==> config.mk <==
export PLATFORM = sky130hd
export DESIGN_NAME = flrs_mul
export DESIGN_NICKNAME = d
export VERILOG_FILES = /design/src/rtl/flrs_pkg.sv /design/src/rtl/flrs_mul.sv
export SDC_FILE = /design/constraint.sdc
export NUM_CORES = 2
export LEC_CHECK = 0
export ABC_AREA = 0
export BUFFER_PORTS_ARGS = -buffer_cell sky130_fd_sc_hd__clkbuf_2
export CAP_MARGIN = 20
export CELL_PAD_IN_SITES_DETAIL_PLACEMENT = 2
export CELL_PAD_IN_SITES_GLOBAL_PLACEMENT = 2
export CORE_MARGIN = 2
export CORE_UTILIZATION = 47
export CTS_BUF_LIST = sky130_fd_sc_hd__clkbuf_4 sky130_fd_sc_hd__clkbuf_8
export CTS_CLUSTER_SIZE = 12
export DETAILED_ROUTE_END_ITERATION = 6
export GPL_ROUTABILITY_DRIVEN = 0
export PLACE_DENSITY_LB_ADDON = 0.1
export SYNTH_ARGS = -nofsm -noshare
export SYNTH_HDL_FRONTEND = slang
export SYNTH_SLANG_ARGS = --single-unit
==> constraint.sdc <==
create_clock -name clk -period 18.14 [get_ports clk]
set_input_delay 1.814 -clock clk [delete_from_list [all_inputs] [get_ports clk]]
set_output_delay 1.814 -clock clk [all_outputs]
set_load 0.05 [all_outputs]
==> src/rtl/flrs_pkg.sv <==
// Shared types, constants and saturating fixed-point helpers for the lasso row solver.
package flrs_pkg;

  localparam int VW           = 32;   // value width, Q16.16
  localparam int FRAC         = 16;   // fraction bits
  localparam int JW           = 10;   // pass counter width
  localparam int PRED_MAX_DEF = 16;
  localparam int SAMP_MAX_DEF = 256;

  typedef logic signed [VW-1:0] val_t;

  typedef struct packed {
    logic ovf;
    val_t val;
  } sval_t;

  localparam val_t VMAX = {1'b0, {(VW-1){1'b1}}};
  localparam val_t VMIN = {1'b1, {(VW-1){1'b0}}};
  // -0.5, the momentum factor of the first pass
  localparam val_t F_NEG_HALF = {{(VW-FRAC+1){1'b1}}, {(FRAC-1){1'b0}}};

  typedef enum logic [1:0] {
    KIND_PRED,
    KIND_RESP,
    KIND_WEIGHT,
    KIND_START
  } kind_t;

  typedef enum logic [2:0] {
    REG_PRED_USED,
    REG_SAMP_USED,
    REG_PENALTY,
    REG_STEP,
    REG_TOL,
    REG_ITER_LIMIT
  } reg_idx_t;

  typedef enum logic [4:0] {
    S_IDLE,
    S_START,
    S_DIVGO,
    S_DIV,
    S_MOM_MUL,
    S_MOM_W,
    S_MOM_WB,
    S_RES_ISS,
    S_RES_DRN,
    S_GRD_ISS,
    S_GRD_DRN,
    S_P_STEP,
    S_P_W1,
    S_P_U,
    S_P_W2,
    S_P_WL,
    S_P_W3,
    S_P_SOFT,
    S_P_WB,
    S_CHECK,
    S_EMIT
  } state_t;

  function automatic sval_t sat_add(val_t a, val_t b);
    logic signed [VW:0] s;
    sval_t r;
    s = {a[VW-1], a} + {b[VW-1], b};
    r.ovf = s[VW] ^ s[VW-1];
    r.val = r.ovf ? (s[VW] ? VMIN : VMAX) : s[VW-1:0];
    return r;
  endfunction

  function automatic sval_t sat_sub(val_t a, val_t b);
    logic signed [VW:0] s;
    sval_t r;
    s = {a[VW-1], a} - {b[VW-1], b};
    r.ovf = s[VW] ^ s[VW-1];
    r.val = r.ovf ? (s[VW] ? VMIN : VMAX) : s[VW-1:0];
    return r;
  endfunction

  // full product to Q16.16: floor shift, then saturate
  function automatic sval_t sat_prod(logic signed [2*VW-1:0] p);
    logic [2*VW-FRAC-1:VW-1] hi;
    sval_t r;
    hi = p[2*VW-1:VW-1+FRAC];
    r.ovf = !((&hi) || !(|hi));
    r.val = r.ovf ? (p[2*VW-1] ? VMIN : VMAX) : p[VW-1+FRAC:FRAC];
    return r;
  endfunction

  // a negative threshold compares as negative, so it never zeroes the value
  function automatic sval_t soft_thr(val_t z, val_t gam);
    logic signed [VW:0] ze;
    logic signed [VW:0] az;
    sval_t r;
    ze = {z[VW-1], z};
    az = (ze < 0) ? -ze : ze;
    r = '0;
    if ($signed({gam[VW-1], gam}) >= az) begin
      r = '0;
    end else if (ze > 0) begin
      r = sat_sub(z, gam);
    end else if (ze < 0) begin
      r = sat_add(z, gam);
    end
    return r;
  endfunction

endpackage

==> src/rtl/flrs_mul.sv <==
// Two-stage Q16.16 multiplier: registered full product, then registered floor shift and saturation.
module flrs_mul (
  input  logic            clk,
  input  flrs_pkg::val_t  a_i,
  input  flrs_pkg::val_t  b_i,
  output flrs_pkg::sval_t res_o
);

  logic signed [2*flrs_pkg::VW-1:0] prod_r;
  flrs_pkg::sval_t                  res_r;

  always_ff @(posedge clk) begin
    prod_r <= a_i * b_i;
    res_r  <= flrs_pkg::sat_prod(prod_r);
  end

  assign res_o = res_r;

endmodule

==> impl_metrics.yaml <==
status:
  status: "complete, no violations"
route:
  wl_met1_um: 44350
  wl_met3_um: 4064
  route.met2.wl_um: 72380
  vias: 26880
  vias_per_cell: 5.450
  wl_per_cell_um: 27.10
  drt-total-wl_um: 133700
  ant_nets: 0
  top_layer_used: "met4"
  drtIter0Drc: 1208
  drc: 0
  dr.pass1.iters: 5
cts:
  ctsHtreeMaxLevel: 3
  cts_hold_buf: 0
  cts_resized: 0
  cts_root_buf: "clkbuf_8"
  postCtsSetupRepairBufs: 0
  clk_latency_ns: 0.39
  cts_tree: "built"
  cts_buffers: 9
  cts_sinks: 81
  clk_path_buf_depth: 2
  clkSlewWorstSetupHoldPaths_ns: 0.10
timing:
  fmax_ghz: 0.09880
  finalHoldViolCount: 0
  holdWs_ns: 0.4292
  drv_slew: 0
  timing.final.ws_setup_ns: 8.019
  period_share_pct: 55.79
  max_slew_margin_pct: 26.67
  rsz0062_at_grt: "no"
  fin_crit_ns: 10.12
  finalSetupViolCount: 0
  clock_skew_ns: 0.01067
  tns_ns: 0
  worst_pin_slew_ns: 1.100
grt:
  antenna_found_initial: 4
  grt_usage_pct: 34.46
  grt_max_degree: 34
  grt_pass1_wl_um: 208200
  grt_pass1_vias: 34780
  grt_overflow: 0
setup_path:
  crit_fanout: 32
  cp.required_ns: 18.47
  path_class: "input port to flip-flop"
  start_kind: "input port"
  crit_path_end_kind: "flip-flop"
  cp.arrival_ns: 10.45
  reg2regPathDepth: 7
  rr_startpoint: "prod_r[48]"
  crit_path_start: "b_i[3]"
logic_synthesis:
  syn_area_sq_mm: 0.03763
  syn_nets: 5268
  async_reset_ff_share_pct: 0
  yosysSeqAreaShare_pct: 4.309
  synth-seq-cells: 81
  synth_cell_type_count: 55
  synth_top_area_share_pct: 57.50
  syn_area_per_cell_sq_um: 9.547
  synth-edff-count: 0
  synthFlopType: "dfxtp_1"
  synth_top_cell_by_area: "fa_1"
  yosysWarnings: 0
  yosys-top-cells-area: "fa_1 (58%), inv_1 (9.6%), and2_1 (8.5%)"
  synth_cells: 3942
cells_and_area:
  register_area_sq_mm: 0.001622
  multiInputGateArea_sq_mm: 0.03161
  area_growth_pct: 4.066
  fillCellCount: 8372
  final_nets: 5202
  drive_gt1_share_pct: 4.045
  fin_cells: 4932
placement:
  place_ws_ns: 7.604
  placedCellCount: 4915
  dp_hpwl_um: 108200
  place.port_buffers: 97
hold_path:
  holdCritStartpoint: "prod_r[44]"
  hold_depth: 1
  worstHoldPathType: "flip-flop to flip-flop"
floorplanning:
  core_area_sq_mm: 0.07913
  dieHeight_um: 287.0
  dieArea_sq_mm: 0.08235
  start_util_pct: 47.56
  die_w_um: 287.0
  ios: 98
  rows: 103
job:
  drv_cap: 0
==> routing by layer <==
metal	vias to the layer above	GRT usage (%)
met2	735	65.04
met3	450	3.492
met4	0	26.26
li1	11070	-
met5	-	0
met1	14620	34.71
==> cells in the mapped netlist (all sizes together) (4+ instances only) <==
cell type     n
ha          180
nand4        17
nor4          5
nand2       517
nor2         55
clkbuf      200
nand3         8
inv         965
o21a          5
a21oi        58
and3          8
dfxtp        81
o211ai        4
o21ai        37
a211oi        6
xor2         15
fa         1081
and2        511
xnor2        46
nand2b       11
o21bai       11
a221oi        4
buf           9
a31oi         7
a21o         61
nor3         11
==> final timing paths <==
path | slack, ns | end
hold reg to reg | 0.43 | res_o[28]
setup reg to reg | 16.05 | res_o[10]
setup / recovery | 8.02 | prod_r[62]
hold / removal | 0.43 | res_o[28]
==> flip-flops by register name, indices dropped and copies added (netlist names) <==
name and flops:
prod_r 48, res_o 33
==> layout make-up <==
class / count / area share (%)
inverter: 965 / 9.249
clock inverter: 7 / 0.3195
multi-input combinational: 2687 / 80.70
clock buffer: 9 / 0.3163
timing repair buffer: 132 / 1.910
antenna: 1 / 0.006390
sequential: 81 / 4.140
tap: 1050 / 3.355
==> logic make-up (layout without fill, tap and decap cells) <==
group	Yosys count	in the layout	share of synthesized area, %
fa+ha+maj	1261	1261	63.49
other cells	0	1	0
xor+xnor	61	61	1.420
simple gates	1154	1154	15.35
flops	81	81	4.309
buf+inv	1174	1113	11.75
compound gates	211	211	3.687
==> worst max-delay path: stages <==
cell and delay (ns):
clkbuf_2 0.48, and2_1 0.42, fa_1 0.58, fa_1 0.47, fa_1 0.78, fa_1 1.00
inv_1 0.40, fa_1 0.58, inv_1 0.06, fa_1 0.53, inv_1 0.05, fa_1 0.49
inv_1 0.06, fa_1 0.48, ha_1 0.37, and3_1 0.24, and3_1 0.21, a211o_1 0.29
a31oi_1 0.18, o21ai_1 0.14, a21oi_4 0.26, o211ai_1 0.18, a31oi_1 0.24, xnor2_1 0.14
==> cells in the final DEF, fill, tap and decap left out, drive strengths merged, types with 3 or more instances in the layout <==
cell type     n
o21bai       11
nand2       517
ha          180
o21ai        37
a21oi        58
bufinv        3
a21o         61
and2        511
a221oi        4
a211oi        6
nor2b         3
a211o         3
nand3         8
xnor2        46
nand2b       11
a31oi         7
o21a          5
clkbuf      106
xor2         15
o211ai        4
buf          35
fa         1081
dfxtp        81
nor2         55
and3          8
nor4          5
nor3         11
inv         967
nand4        17
==> per-stage QoR <==
step | utilization (%) | area (sq um)
final | 49.49 | 39160
after global routing | 49.49 | 39160
after CTS | 49.49 | 39160
after detailed placement | 49.18 | 38910
after global placement | 49.18 | 38910
after floorplan | - | 37630
Power is left out: the tool's default activity adds up to more than one toggle a clock period on the data nets, which glitch-free logic cannot reach.
