File: config.mk
export PLATFORM = sky130hd
export DESIGN_NAME = flrs_div
export DESIGN_NICKNAME = d
export VERILOG_FILES = /design/src/rtl/flrs_pkg.sv /design/src/rtl/flrs_div.sv
export SDC_FILE = /design/constraint.sdc
export NUM_CORES = 1
export LEC_CHECK = 0
export BUFFER_PORTS_ARGS = -buffer_cell sky130_fd_sc_hd__buf_2
export CORE_MARGIN = 8
export CORE_UTILIZATION = 40
export CTS_CLUSTER_DIAMETER = 60
export DETAILED_ROUTE_END_ITERATION = 12
export SYNTH_ARGS = -nofsm -noshare
export SYNTH_HDL_FRONTEND = slang
export SYNTH_SLANG_ARGS = --single-unit
export TNS_END_PERCENT = 5
File: constraint.sdc
create_clock -name clk -period 2.56 [get_ports clk]
set_input_delay 0.512 -clock clk [delete_from_list [all_inputs] [get_ports clk]]
set_output_delay 0.512 -clock clk [all_outputs]
set_load 0.1 [all_outputs]
File: src/rtl/flrs_pkg.sv
// Shared types, constants and saturating fixed-point helpers for the lasso row solver.
package flrs_pkg;

  localparam int VW           = 32;   // value width, Q16.16
  localparam int FRAC         = 16;   // fraction bits
  localparam int JW           = 10;   // pass counter width
  localparam int PRED_MAX_DEF = 16;
  localparam int SAMP_MAX_DEF = 256;

  typedef logic signed [VW-1:0] val_t;

  typedef struct packed {
    logic ovf;
    val_t val;
  } sval_t;

  localparam val_t VMAX = {1'b0, {(VW-1){1'b1}}};
  localparam val_t VMIN = {1'b1, {(VW-1){1'b0}}};
  // -0.5, the momentum factor of the first pass
  localparam val_t F_NEG_HALF = {{(VW-FRAC+1){1'b1}}, {(FRAC-1){1'b0}}};

  typedef enum logic [1:0] {
    KIND_PRED,
    KIND_RESP,
    KIND_WEIGHT,
    KIND_START
  } kind_t;

  typedef enum logic [2:0] {
    REG_PRED_USED,
    REG_SAMP_USED,
    REG_PENALTY,
    REG_STEP,
    REG_TOL,
    REG_ITER_LIMIT
  } reg_idx_t;

  typedef enum logic [4:0] {
    S_IDLE,
    S_START,
    S_DIVGO,
    S_DIV,
    S_MOM_MUL,
    S_MOM_W,
    S_MOM_WB,
    S_RES_ISS,
    S_RES_DRN,
    S_GRD_ISS,
    S_GRD_DRN,
    S_P_STEP,
    S_P_W1,
    S_P_U,
    S_P_W2,
    S_P_WL,
    S_P_W3,
    S_P_SOFT,
    S_P_WB,
    S_CHECK,
    S_EMIT
  } state_t;

  function automatic sval_t sat_add(val_t a, val_t b);
    logic signed [VW:0] s;
    sval_t r;
    s = {a[VW-1], a} + {b[VW-1], b};
    r.ovf = s[VW] ^ s[VW-1];
    r.val = r.ovf ? (s[VW] ? VMIN : VMAX) : s[VW-1:0];
    return r;
  endfunction

  function automatic sval_t sat_sub(val_t a, val_t b);
    logic signed [VW:0] s;
    sval_t r;
    s = {a[VW-1], a} - {b[VW-1], b};
    r.ovf = s[VW] ^ s[VW-1];
    r.val = r.ovf ? (s[VW] ? VMIN : VMAX) : s[VW-1:0];
    return r;
  endfunction

  // full product to Q16.16: floor shift, then saturate
  function automatic sval_t sat_prod(logic signed [2*VW-1:0] p);
    logic [2*VW-FRAC-1:VW-1] hi;
    sval_t r;
    hi = p[2*VW-1:VW-1+FRAC];
    r.ovf = !((&hi) || !(|hi));
    r.val = r.ovf ? (p[2*VW-1] ? VMIN : VMAX) : p[VW-1+FRAC:FRAC];
    return r;
  endfunction

  // a negative threshold compares as negative, so it never zeroes the value
  function automatic sval_t soft_thr(val_t z, val_t gam);
    logic signed [VW:0] ze;
    logic signed [VW:0] az;
    sval_t r;
    ze = {z[VW-1], z};
    az = (ze < 0) ? -ze : ze;
    r = '0;
    if ($signed({gam[VW-1], gam}) >= az) begin
      r = '0;
    end else if (ze > 0) begin
      r = sat_sub(z, gam);
    end else if (ze < 0) begin
      r = sat_add(z, gam);
    end
    return r;
  endfunction

endpackage

File: src/rtl/flrs_div.sv
// Radix-2 restoring divider for the momentum factor ((j-2)<<16)/(j+1).
module flrs_div (
  input  logic                      clk,
  input  logic                      rst_n,
  input  logic                      start_i,
  input  logic [flrs_pkg::JW-1:0]   iter_i,
  output logic                      busy_o,
  output flrs_pkg::val_t            quot_o
);

  localparam int NW = flrs_pkg::JW + flrs_pkg::FRAC;
  localparam int DW = flrs_pkg::JW + 1;
  localparam int RW = DW + 1;
  localparam int CW = $clog2(NW + 1);

  logic [NW-1:0] num_r;
  logic [DW-1:0] den_r;
  logic [RW-1:0] rem_r;
  logic [CW-1:0] cnt_r;
  logic          neg_r;
  logic [RW-1:0] rem_sh;
  logic          ge;
  logic [RW-1:0] rem_nxt;

  always_comb begin
    rem_sh  = {rem_r[RW-2:0], num_r[NW-1]};
    ge      = rem_sh >= {1'b0, den_r};
    rem_nxt = ge ? (rem_sh - {1'b0, den_r}) : rem_sh;
  end

  always_ff @(posedge clk) begin
    if (!rst_n) begin
      cnt_r <= '0;
      neg_r <= 1'b0;
    end else if (start_i) begin
      // first pass gives -0.5 directly
      neg_r <= (iter_i == flrs_pkg::JW'(1));
      cnt_r <= (iter_i == flrs_pkg::JW'(1)) ? '0 : CW'(NW);
    end else if (cnt_r != '0) begin
      cnt_r <= cnt_r - CW'(1);
    end
  end

  always_ff @(posedge clk) begin
    if (start_i) begin
      num_r <= {iter_i - flrs_pkg::JW'(2), {flrs_pkg::FRAC{1'b0}}};
      den_r <= {1'b0, iter_i} + DW'(1);
      rem_r <= '0;
    end else if (cnt_r != '0) begin
      num_r <= {num_r[NW-2:0], ge};
      rem_r <= rem_nxt;
    end
  end

  assign busy_o = (cnt_r != '0);
  assign quot_o = neg_r ? flrs_pkg::F_NEG_HALF : {{(flrs_pkg::VW-NW){1'b0}}, num_r};

endmodule

==> metrics.md, run 1 <==
| Metric | Value |
|---|---|
| Share of post-route cells with drive strength above 1 | 21.3% |
| Master cell of the clock root buffer | sky130_fd_sc_hd__clkbuf_8 |
| Summed instance area of the synthesized netlist | 3250 sq um |
| Final Skew | 0.0139 ns |
| Async S/R FF share, synth | 0% |
| Number of antenna cells inserted | 0 |
| Insertion delay to the later sink of the worst-skew pair | 0.32 ns |
| Path category of the worst min-delay check | reg2reg |
| Time the worst path needs with I/O delays and setup | 2.35 ns |
| Maximum count of clock buffers along a single path | 2 |
| Wire length per cell after detailed routing | 14.3 microns |
| Power density cells | 889 nW/um^2 |
| TritonCTS sink count | 54 |
| # resized after CTS | 0 |
| HPWL after detailed placement | 5360 microns |
| RR Startpoint | num_r[25] |
| Die Area | 11300 sq um |
| Worst reg2reg setup slack | 0.21 ns |
| Area added between synthesis and finish | 11.6% |
| End of the worst hold path | num_r[5] |
| Cell taking the most area after synthesis | sky130_fd_sc_hd__dfxtp_1 |
| CP required | 2.79 ns |
| Max FO, Critical Path | 8 |
| Number of maximum-capacitance constraint violations | 0 |
| Share of the yosys chip area belonging to registers | 39.8% |
| CTS clock-pin slew for the worst setup and hold paths | 0.11 ns |
| Vias in the first global route | 2491 |
| Fin Setup TNS | 0 ns |
| Crit path launch type | flip-flop |
| Cell count after placement | 505 |
| Cell leakage power | 1.58 nW |
| Worst reg-to-reg path cell count | 9 |
| Maximum frequency from static timing analysis | 426 MHz |
| Number of different library cells in the post-synthesis netlist | 56 |
| Count of port buffers added during placement | 45 |
| Headroom to the max-slew limit | 51.6% |
| Remaining routing DRC violations | 0 |
| Count of boundary I/O pins | 46 |
| Global-route wire length before repair | 12300 microns |
| Weighted congestion at the end of routability-driven global placement | 0.806 |
| Reg-to-reg critical path endpoint | rem_r[4] |
| Ratio of final minimum period to clock period | 91.7% |
| Count of placed standard cells in the final layout, fillers left out | 513 |
| Final count of negative-setup-slack endpoints | 0 |
| Arrival time of the worst setup path | 2.58 ns |
| Residual antenna-violating net count after detailed routing | 0 |
| Sequential standard cell area | 1290 sq um |
| Hold buffer count at cts | 0 |
| Num rows | 33 |
| Instance count of the mapped netlist | 376 |
| Kind of critical path | reg2reg |
| Least-Margin Pin Slew | 0.723 ns |
| Global-route layer with the greatest usage | met2 |
| GR Util All Layers | 13.2% |
| Pin count of the biggest net entering global routing | 33 |
| Post-Syn Area per Cell | 8.63 sq um |
| RSZ-0062 raised after global routing | no |
| Filler instances | 819 |
| GR Layer Usage met2 | 20.9% |
| Final number of max-transition violations | 0 |
| Initial antenna violation count | 0 |
| Cell depth of the worst min-delay path | 2 |
| CTS tree | built |
| Area of the multi-input gates | 1740 sq um |
| Grt met1 use | 17.6% |
| Pre-Repair DR Iteration Count | 4 |
| Dominant register cell in the synthesized netlist | sky130_fd_sc_hd__dfxtp_1 |
| Overflow left after global routing | 0 |
| Min-Delay Startpoint | num_r[4] |
| First-iteration detailed-routing DRC count | 100 |
| Number of clock buffers inserted by TritonCTS | 5 |
| Total Routed Length | 7340 microns |
| Fin. Hold Viols | 0 |
| Via count | 2565 |
| Count of nets after finishing | 437 |
| Number of synthesized flops with an enable pin | 21 |
| Height of the die | 106 microns |
| Synth Warn # | 0 |
| Result of the run | complete, no violations |
| Starting Density | 40.3% |
| Met3 layer usage reported by global route | 2.84% |
| Element type at the critical path end | flip-flop |
| Placeable core region | 8050 sq um |
| Die Span X | 106 microns |
| Vias per std cell | 5.00 |
| Number of register bits inferred by synthesis | 54 |
| # H-tree levels | 2 |
| IR drop worst, VDD | 481 uV |
| Fraction of synthesized cell area taken by the top area cell type | 20.4% |
| Biggest area contributors in the synthesized netlist | sky130_fd_sc_hd__dfxtp_1 20%, sky130_fd_sc_hd__edfxtp_1 19%, sky130_fd_sc_hd__nand2_1 6.6%, sky130_fd_sc_hd__ha_1 6.2%, sky130_fd_sc_hd__xnor2_1 3.8% |
| Number of buffers inserted by post-CTS setup repair | 0 |
| Total nets after synthesis | 406 |
Yosys cell counts (4+ instances only):
| library cell | n |
|---|---|
| sky130_fd_sc_hd__buf_4 | 6 |
| sky130_fd_sc_hd__or3_1 | 5 |
| sky130_fd_sc_hd__nand2_1 | 57 |
| sky130_fd_sc_hd__nand3_1 | 12 |
| sky130_fd_sc_hd__a311oi_1 | 6 |
| sky130_fd_sc_hd__xnor2_1 | 14 |
| sky130_fd_sc_hd__edfxtp_1 | 21 |
| sky130_fd_sc_hd__a21oi_1 | 23 |
| sky130_fd_sc_hd__xor2_1 | 10 |
| sky130_fd_sc_hd__nor2b_1 | 17 |
| sky130_fd_sc_hd__nor2_1 | 25 |
| sky130_fd_sc_hd__ha_1 | 16 |
| sky130_fd_sc_hd__or2_2 | 12 |
| sky130_fd_sc_hd__clkbuf_1 | 15 |
| sky130_fd_sc_hd__inv_1 | 21 |
| sky130_fd_sc_hd__buf_2 | 4 |
| sky130_fd_sc_hd__dfxtp_1 | 33 |
| sky130_fd_sc_hd__o21ai_0 | 14 |
critical path: stages, from the launching register on:
cell and delay [ns]:
sky130_fd_sc_hd__edfxtp_1 0.38, sky130_fd_sc_hd__inv_1 0.06, sky130_fd_sc_hd__ha_1 0.24, sky130_fd_sc_hd__fa_1 0.41, sky130_fd_sc_hd__nand2b_1 0.19, sky130_fd_sc_hd__a21oi_2 0.19
sky130_fd_sc_hd__o21ba_2 0.19, sky130_fd_sc_hd__o21a_2 0.24, sky130_fd_sc_hd__o21ai_0 0.12, sky130_fd_sc_hd__a311oi_1 0.25
cell type report:
| cell class | count | area share (%) |
|---|---|---|
| Sequential cell | 54 | 35.6 |
| Clock buffer | 5 | 1.90 |
| Multi-Input combinational cell | 274 | 48.1 |
| Clock inverter | 3 | 0.794 |
| Tap cell | 105 | 3.63 |
| Inverter | 22 | 2.28 |
| Timing Repair Buffer | 50 | 7.67 |
worst max path at each step:
stage | start | end | slack [ns]
finish | num_r[25] | rem_r[4] | 0.21
global placement | num_r[25] | rem_r[6] | 0.26
global route | num_r[25] | rem_r[2] | 0.004
detailed placement | num_r[25] | rem_r[5] | 0.23
CTS | num_r[25] | rem_r[2] | 0.20
floorplan | neg_r | quot_o[10] | 0.07
cell usage in the layout (no fill, tap or decap), types with 6 or more instances in the layout:
cell type                  netlist  routed
sky130_fd_sc_hd__a21oi_1        23      23
sky130_fd_sc_hd__nand2_1        57      57
sky130_fd_sc_hd__o21ai_0        14      14
sky130_fd_sc_hd__ha_1           16      16
sky130_fd_sc_hd__nor2b_1        17      17
sky130_fd_sc_hd__nand3_1        12      12
sky130_fd_sc_hd__or2_2          12      12
sky130_fd_sc_hd__xor2_1         10      10
sky130_fd_sc_hd__buf_2           4      44
sky130_fd_sc_hd__nor2_1         25      24
sky130_fd_sc_hd__edfxtp_1       21      21
sky130_fd_sc_hd__a311oi_1        6       6
sky130_fd_sc_hd__xnor2_1        14      14
sky130_fd_sc_hd__dfxtp_1        33      33
sky130_fd_sc_hd__inv_1          21      21
sequential cells by signal, summed over array words and instances (netlist names):
register and flops:
cnt_r 5, den_r 11, neg_r 1, num_r 26, rem_r 11
metal layers:
metal / wire, microns / vias up
met1: 3660 / 1168
met4: 107 / 0
li1: - / 1343
met3: 253 / 11
met2: 3310 / 43
met5: 0 / -
through the flow:
| step | setup slack, ns | hold WS, ns | power (mW) | area (sq um) | util [%] |
|---|---|---|---|---|---|
| floorplan | 0.0697 | 0.440 | 2.42 | 3250 | - |
| global placement | 0.260 | 0.450 | 2.71 | 3520 | 43.8 |
| detailed placement | 0.226 | 0.454 | 2.72 | 3520 | 43.8 |
| CTS | 0.203 | 0.467 | 3.24 | 3620 | 45.0 |
| global route | 0.00363 | 0.482 | 3.44 | 3620 | 45.0 |
| finish | 0.212 | 0.466 | 3.22 | 3620 | 45.0 |
power breakdown:
part           internal [mW]  total [mW]  switching (mW)
Clock                  0.204       0.519           0.315
Sequential              1.05        1.16           0.109
Combinational          0.529        1.55            1.02
logic make-up after synthesis:
group / share of synthesized area, %
and+or+nand+nor: 23.8
AOI/OAI and AO/OA: 15.6
DFF: 39.8
buffers and inverters: 6.63
xor gates and xnor gates: 6.48
adders and majority gates: 6.78
muxes: 0.925
(Power assumes the default switching activity.)
==> run 2, diff against run 1 <==
Settings changed: CORE_UTILIZATION 40 to 58, PLACE_DENSITY set to 0.81.
==> metrics.md, run 2 (same netlist as run 1, synthesis figures left out) <==
| Metric | Value |
|---|---|
| Ratio of final minimum period to clock period | 93.0% (+1.3 points) |
| Final number of max-transition violations | 0 (unchanged) |
| Biggest register | num_r |
| Largest registers | num_r (26), den_r (11), rem_r (11) |
| Crit path launch type | flip-flop |
| Global-route wire length before repair | 11900 microns (-3.4%) |
| Max FO, Critical Path | 8 (unchanged) |
| Remaining routing DRC violations | 0 (unchanged) |
| Most common cell after layout, fill and taps aside | sky130_fd_sc_hd__nand2_1 |
| Maximum frequency from static timing analysis | 420 MHz (-1.4%) |
| Placeable core region | 5470 sq um (-32%) |
| RSZ-0062 raised after global routing | no |
| Share of post-route cells with drive strength above 1 | 21.5% (+0.19 points) |
| Overflow left after global routing | 0 (unchanged) |
| Pin count of the biggest net entering global routing | 50 (+52%) |
| Count of boundary I/O pins | 46 (unchanged) |
| Headroom to the max-slew limit | 51.6% (about the same) |
| Power density cells | 906 nW/um^2 (+1.9%) |
| Post-layout utilization of the core | 65.7% (+21 points) |
| Insertion delay to the later sink of the worst-skew pair | 0.32 ns (about the same) |
| HPWL after detailed placement | 5330 microns (-0.56%) |
| Hold buffer count at cts | 0 (unchanged) |
| Count of port buffers added during placement | 45 (unchanged) |
| Result of the run | complete, no violations |
| Area added between synthesis and finish | 10.8% |
| Sequential standard cell area | 1290 sq um (unchanged) |
| Worst hold slack | 0.470 ns (+0.00399 ns) |
| Final Skew | 0.0149 ns (+0.000982 ns) |
| Die Area | 8250 sq um (-27%) |
| Num rows | 27 (-18%) |
| GR Util All Layers | 17.4% (+4.2 points) |
| Arrival time of the worst setup path | 2.61 ns (+0.03 ns) |
| Vias per std cell | 5.56 (+11%) |
| Fin. Hold Viols | 0 (unchanged) |
| Wire length per cell after detailed routing | 15.2 microns (+6.2%) |
| Number of clock buffers inserted by TritonCTS | 5 (unchanged) |
| # H-tree levels | 2 (unchanged) |
| Flip-flop count of the largest register, all copies and words added | 26 (unchanged) |
| Weighted congestion at the end of routability-driven global placement | 0.896 (+11%) |
| Starting Density | 59.3% (+19 points) |
| TritonCTS sink count | 54 (unchanged) |
| Least-Margin Pin Slew | 0.723 ns (+0.000141 ns) |
| Filler instances | 472 (-42%) |
| Number of maximum-capacitance constraint violations | 0 (unchanged) |
| Master cell of the clock root buffer | sky130_fd_sc_hd__clkbuf_8 |
| Kind of critical path | reg2reg |
| Initial antenna violation count | 0 (unchanged) |
| First-iteration detailed-routing DRC count | 127 (+27%) |
| Cell leakage power | 1.58 nW (+0.18%) |
| Vias in the first global route | 2518 (+1.1%) |
| Height of the die | 90.8 microns (-14%) |
| Die Span X | 90.8 microns (-14%) |
| Number of antenna cells inserted | 0 (unchanged) |
| Maximum count of clock buffers along a single path | 2 (unchanged) |
| Cell count after placement | 472 (-6.5%) |
| Count of placed standard cells in the final layout, fillers left out | 481 (-6.2%) |
| CP required | 2.79 ns (about the same) |
| Via count | 2673 (+4.2%) |
| Final count of negative-setup-slack endpoints | 0 (unchanged) |
| CTS tree | built |
| Top library cells by usage in the layout, fill and taps aside | 57 x sky130_fd_sc_hd__nand2_1, 45 x sky130_fd_sc_hd__buf_2, 33 x sky130_fd_sc_hd__dfxtp_1 |
| Total Routed Length | 7310 microns (-0.42%) |
| Element type at the critical path end | flip-flop |
| Area of the multi-input gates | 1760 sq um (+0.79%) |
| Pre-Repair DR Iteration Count | 5 (+1) |
| IR drop worst, VDD | 570 uV (+18%) |
| Residual antenna-violating net count after detailed routing | 0 (unchanged) |
| Count of nets after finishing | 438 (+0.23%) |
| Fin Setup TNS | 0 ns (unchanged) |
| Time the worst path needs with I/O delays and setup | 2.38 ns (+0.0332 ns) |
| CTS clock-pin slew for the worst setup and hold paths | 0.10 ns (about the same) |
| Path category of the worst min-delay check | reg2reg |
## run 2: what timing repair did
item	4_1_cts	5_1_grt
gates resized for setup	0	2
endpoints found under the setup margin	0	9
buffers inserted	0	1
## run 2: final timing paths
| path | start | end | slack (ns) | cells past startpoint |
|---|---|---|---|---|
| worst max register to register | num_r[25] | rem_r[2] | 0.18 | 9 |
| worst min-delay path | num_r[8] | num_r[8] | 0.47 | 2 |
| worst max-delay path | num_r[25] | rem_r[2] | 0.18 | 9 |
| worst min register to register | num_r[8] | num_r[8] | 0.47 | 2 |
## run 2: layer usage
metal	global-route usage, %	routed length [microns]	up-vias
met5	0	0	-
met4	5.59	133	0
met3	5.07	335	14
met2	28.2	3550	78
met1	21.7	3290	1237
li1	-	-	1344
## run 2: metrics by stage
stage / setup slack (ns) / total power [mW] / instance area (sq um)
2_1_floorplan: 0.0697 / 2.42 / 3250
3_3_place_gp: 0.278 / 2.67 / 3480
3_5_place_dp: 0.163 / 2.72 / 3480
4_1_cts: 0.148 / 3.21 / 3570
5_1_grt: 0.0144 / 3.44 / 3590
6_report: 0.179 / 3.26 / 3590
## run 2: layout make-up
cell class / count / area share [%]
multi-input cells: 274 / 48.8
flip-flops and latches: 54 / 35.9
repair buffers: 51 / 7.87
well taps: 72 / 2.51
inverters: 22 / 2.30
clock buffers: 5 / 1.91
clock inverters: 3 / 0.661
## run 2: where the power goes
part / internal [mW] / switching (mW) / leakage (nW)
sequential: 1.05 / 0.107 / 0.486
combinational: 0.543 / 1.06 / 1.05
clock: 0.199 / 0.297 / 0.0491
## run 2: critical path, cell delays in order (launching register included)
cell and delay [ns]:
sky130_fd_sc_hd__edfxtp_1 0.38, sky130_fd_sc_hd__inv_1 0.05, sky130_fd_sc_hd__ha_1 0.25, sky130_fd_sc_hd__fa_1 0.41, sky130_fd_sc_hd__nand2b_1 0.19, sky130_fd_sc_hd__a21oi_2 0.18, sky130_fd_sc_hd__o21ba_2 0.22, sky130_fd_sc_hd__o21a_4 0.20
sky130_fd_sc_hd__o21ai_0 0.12, sky130_fd_sc_hd__a311oi_1 0.29
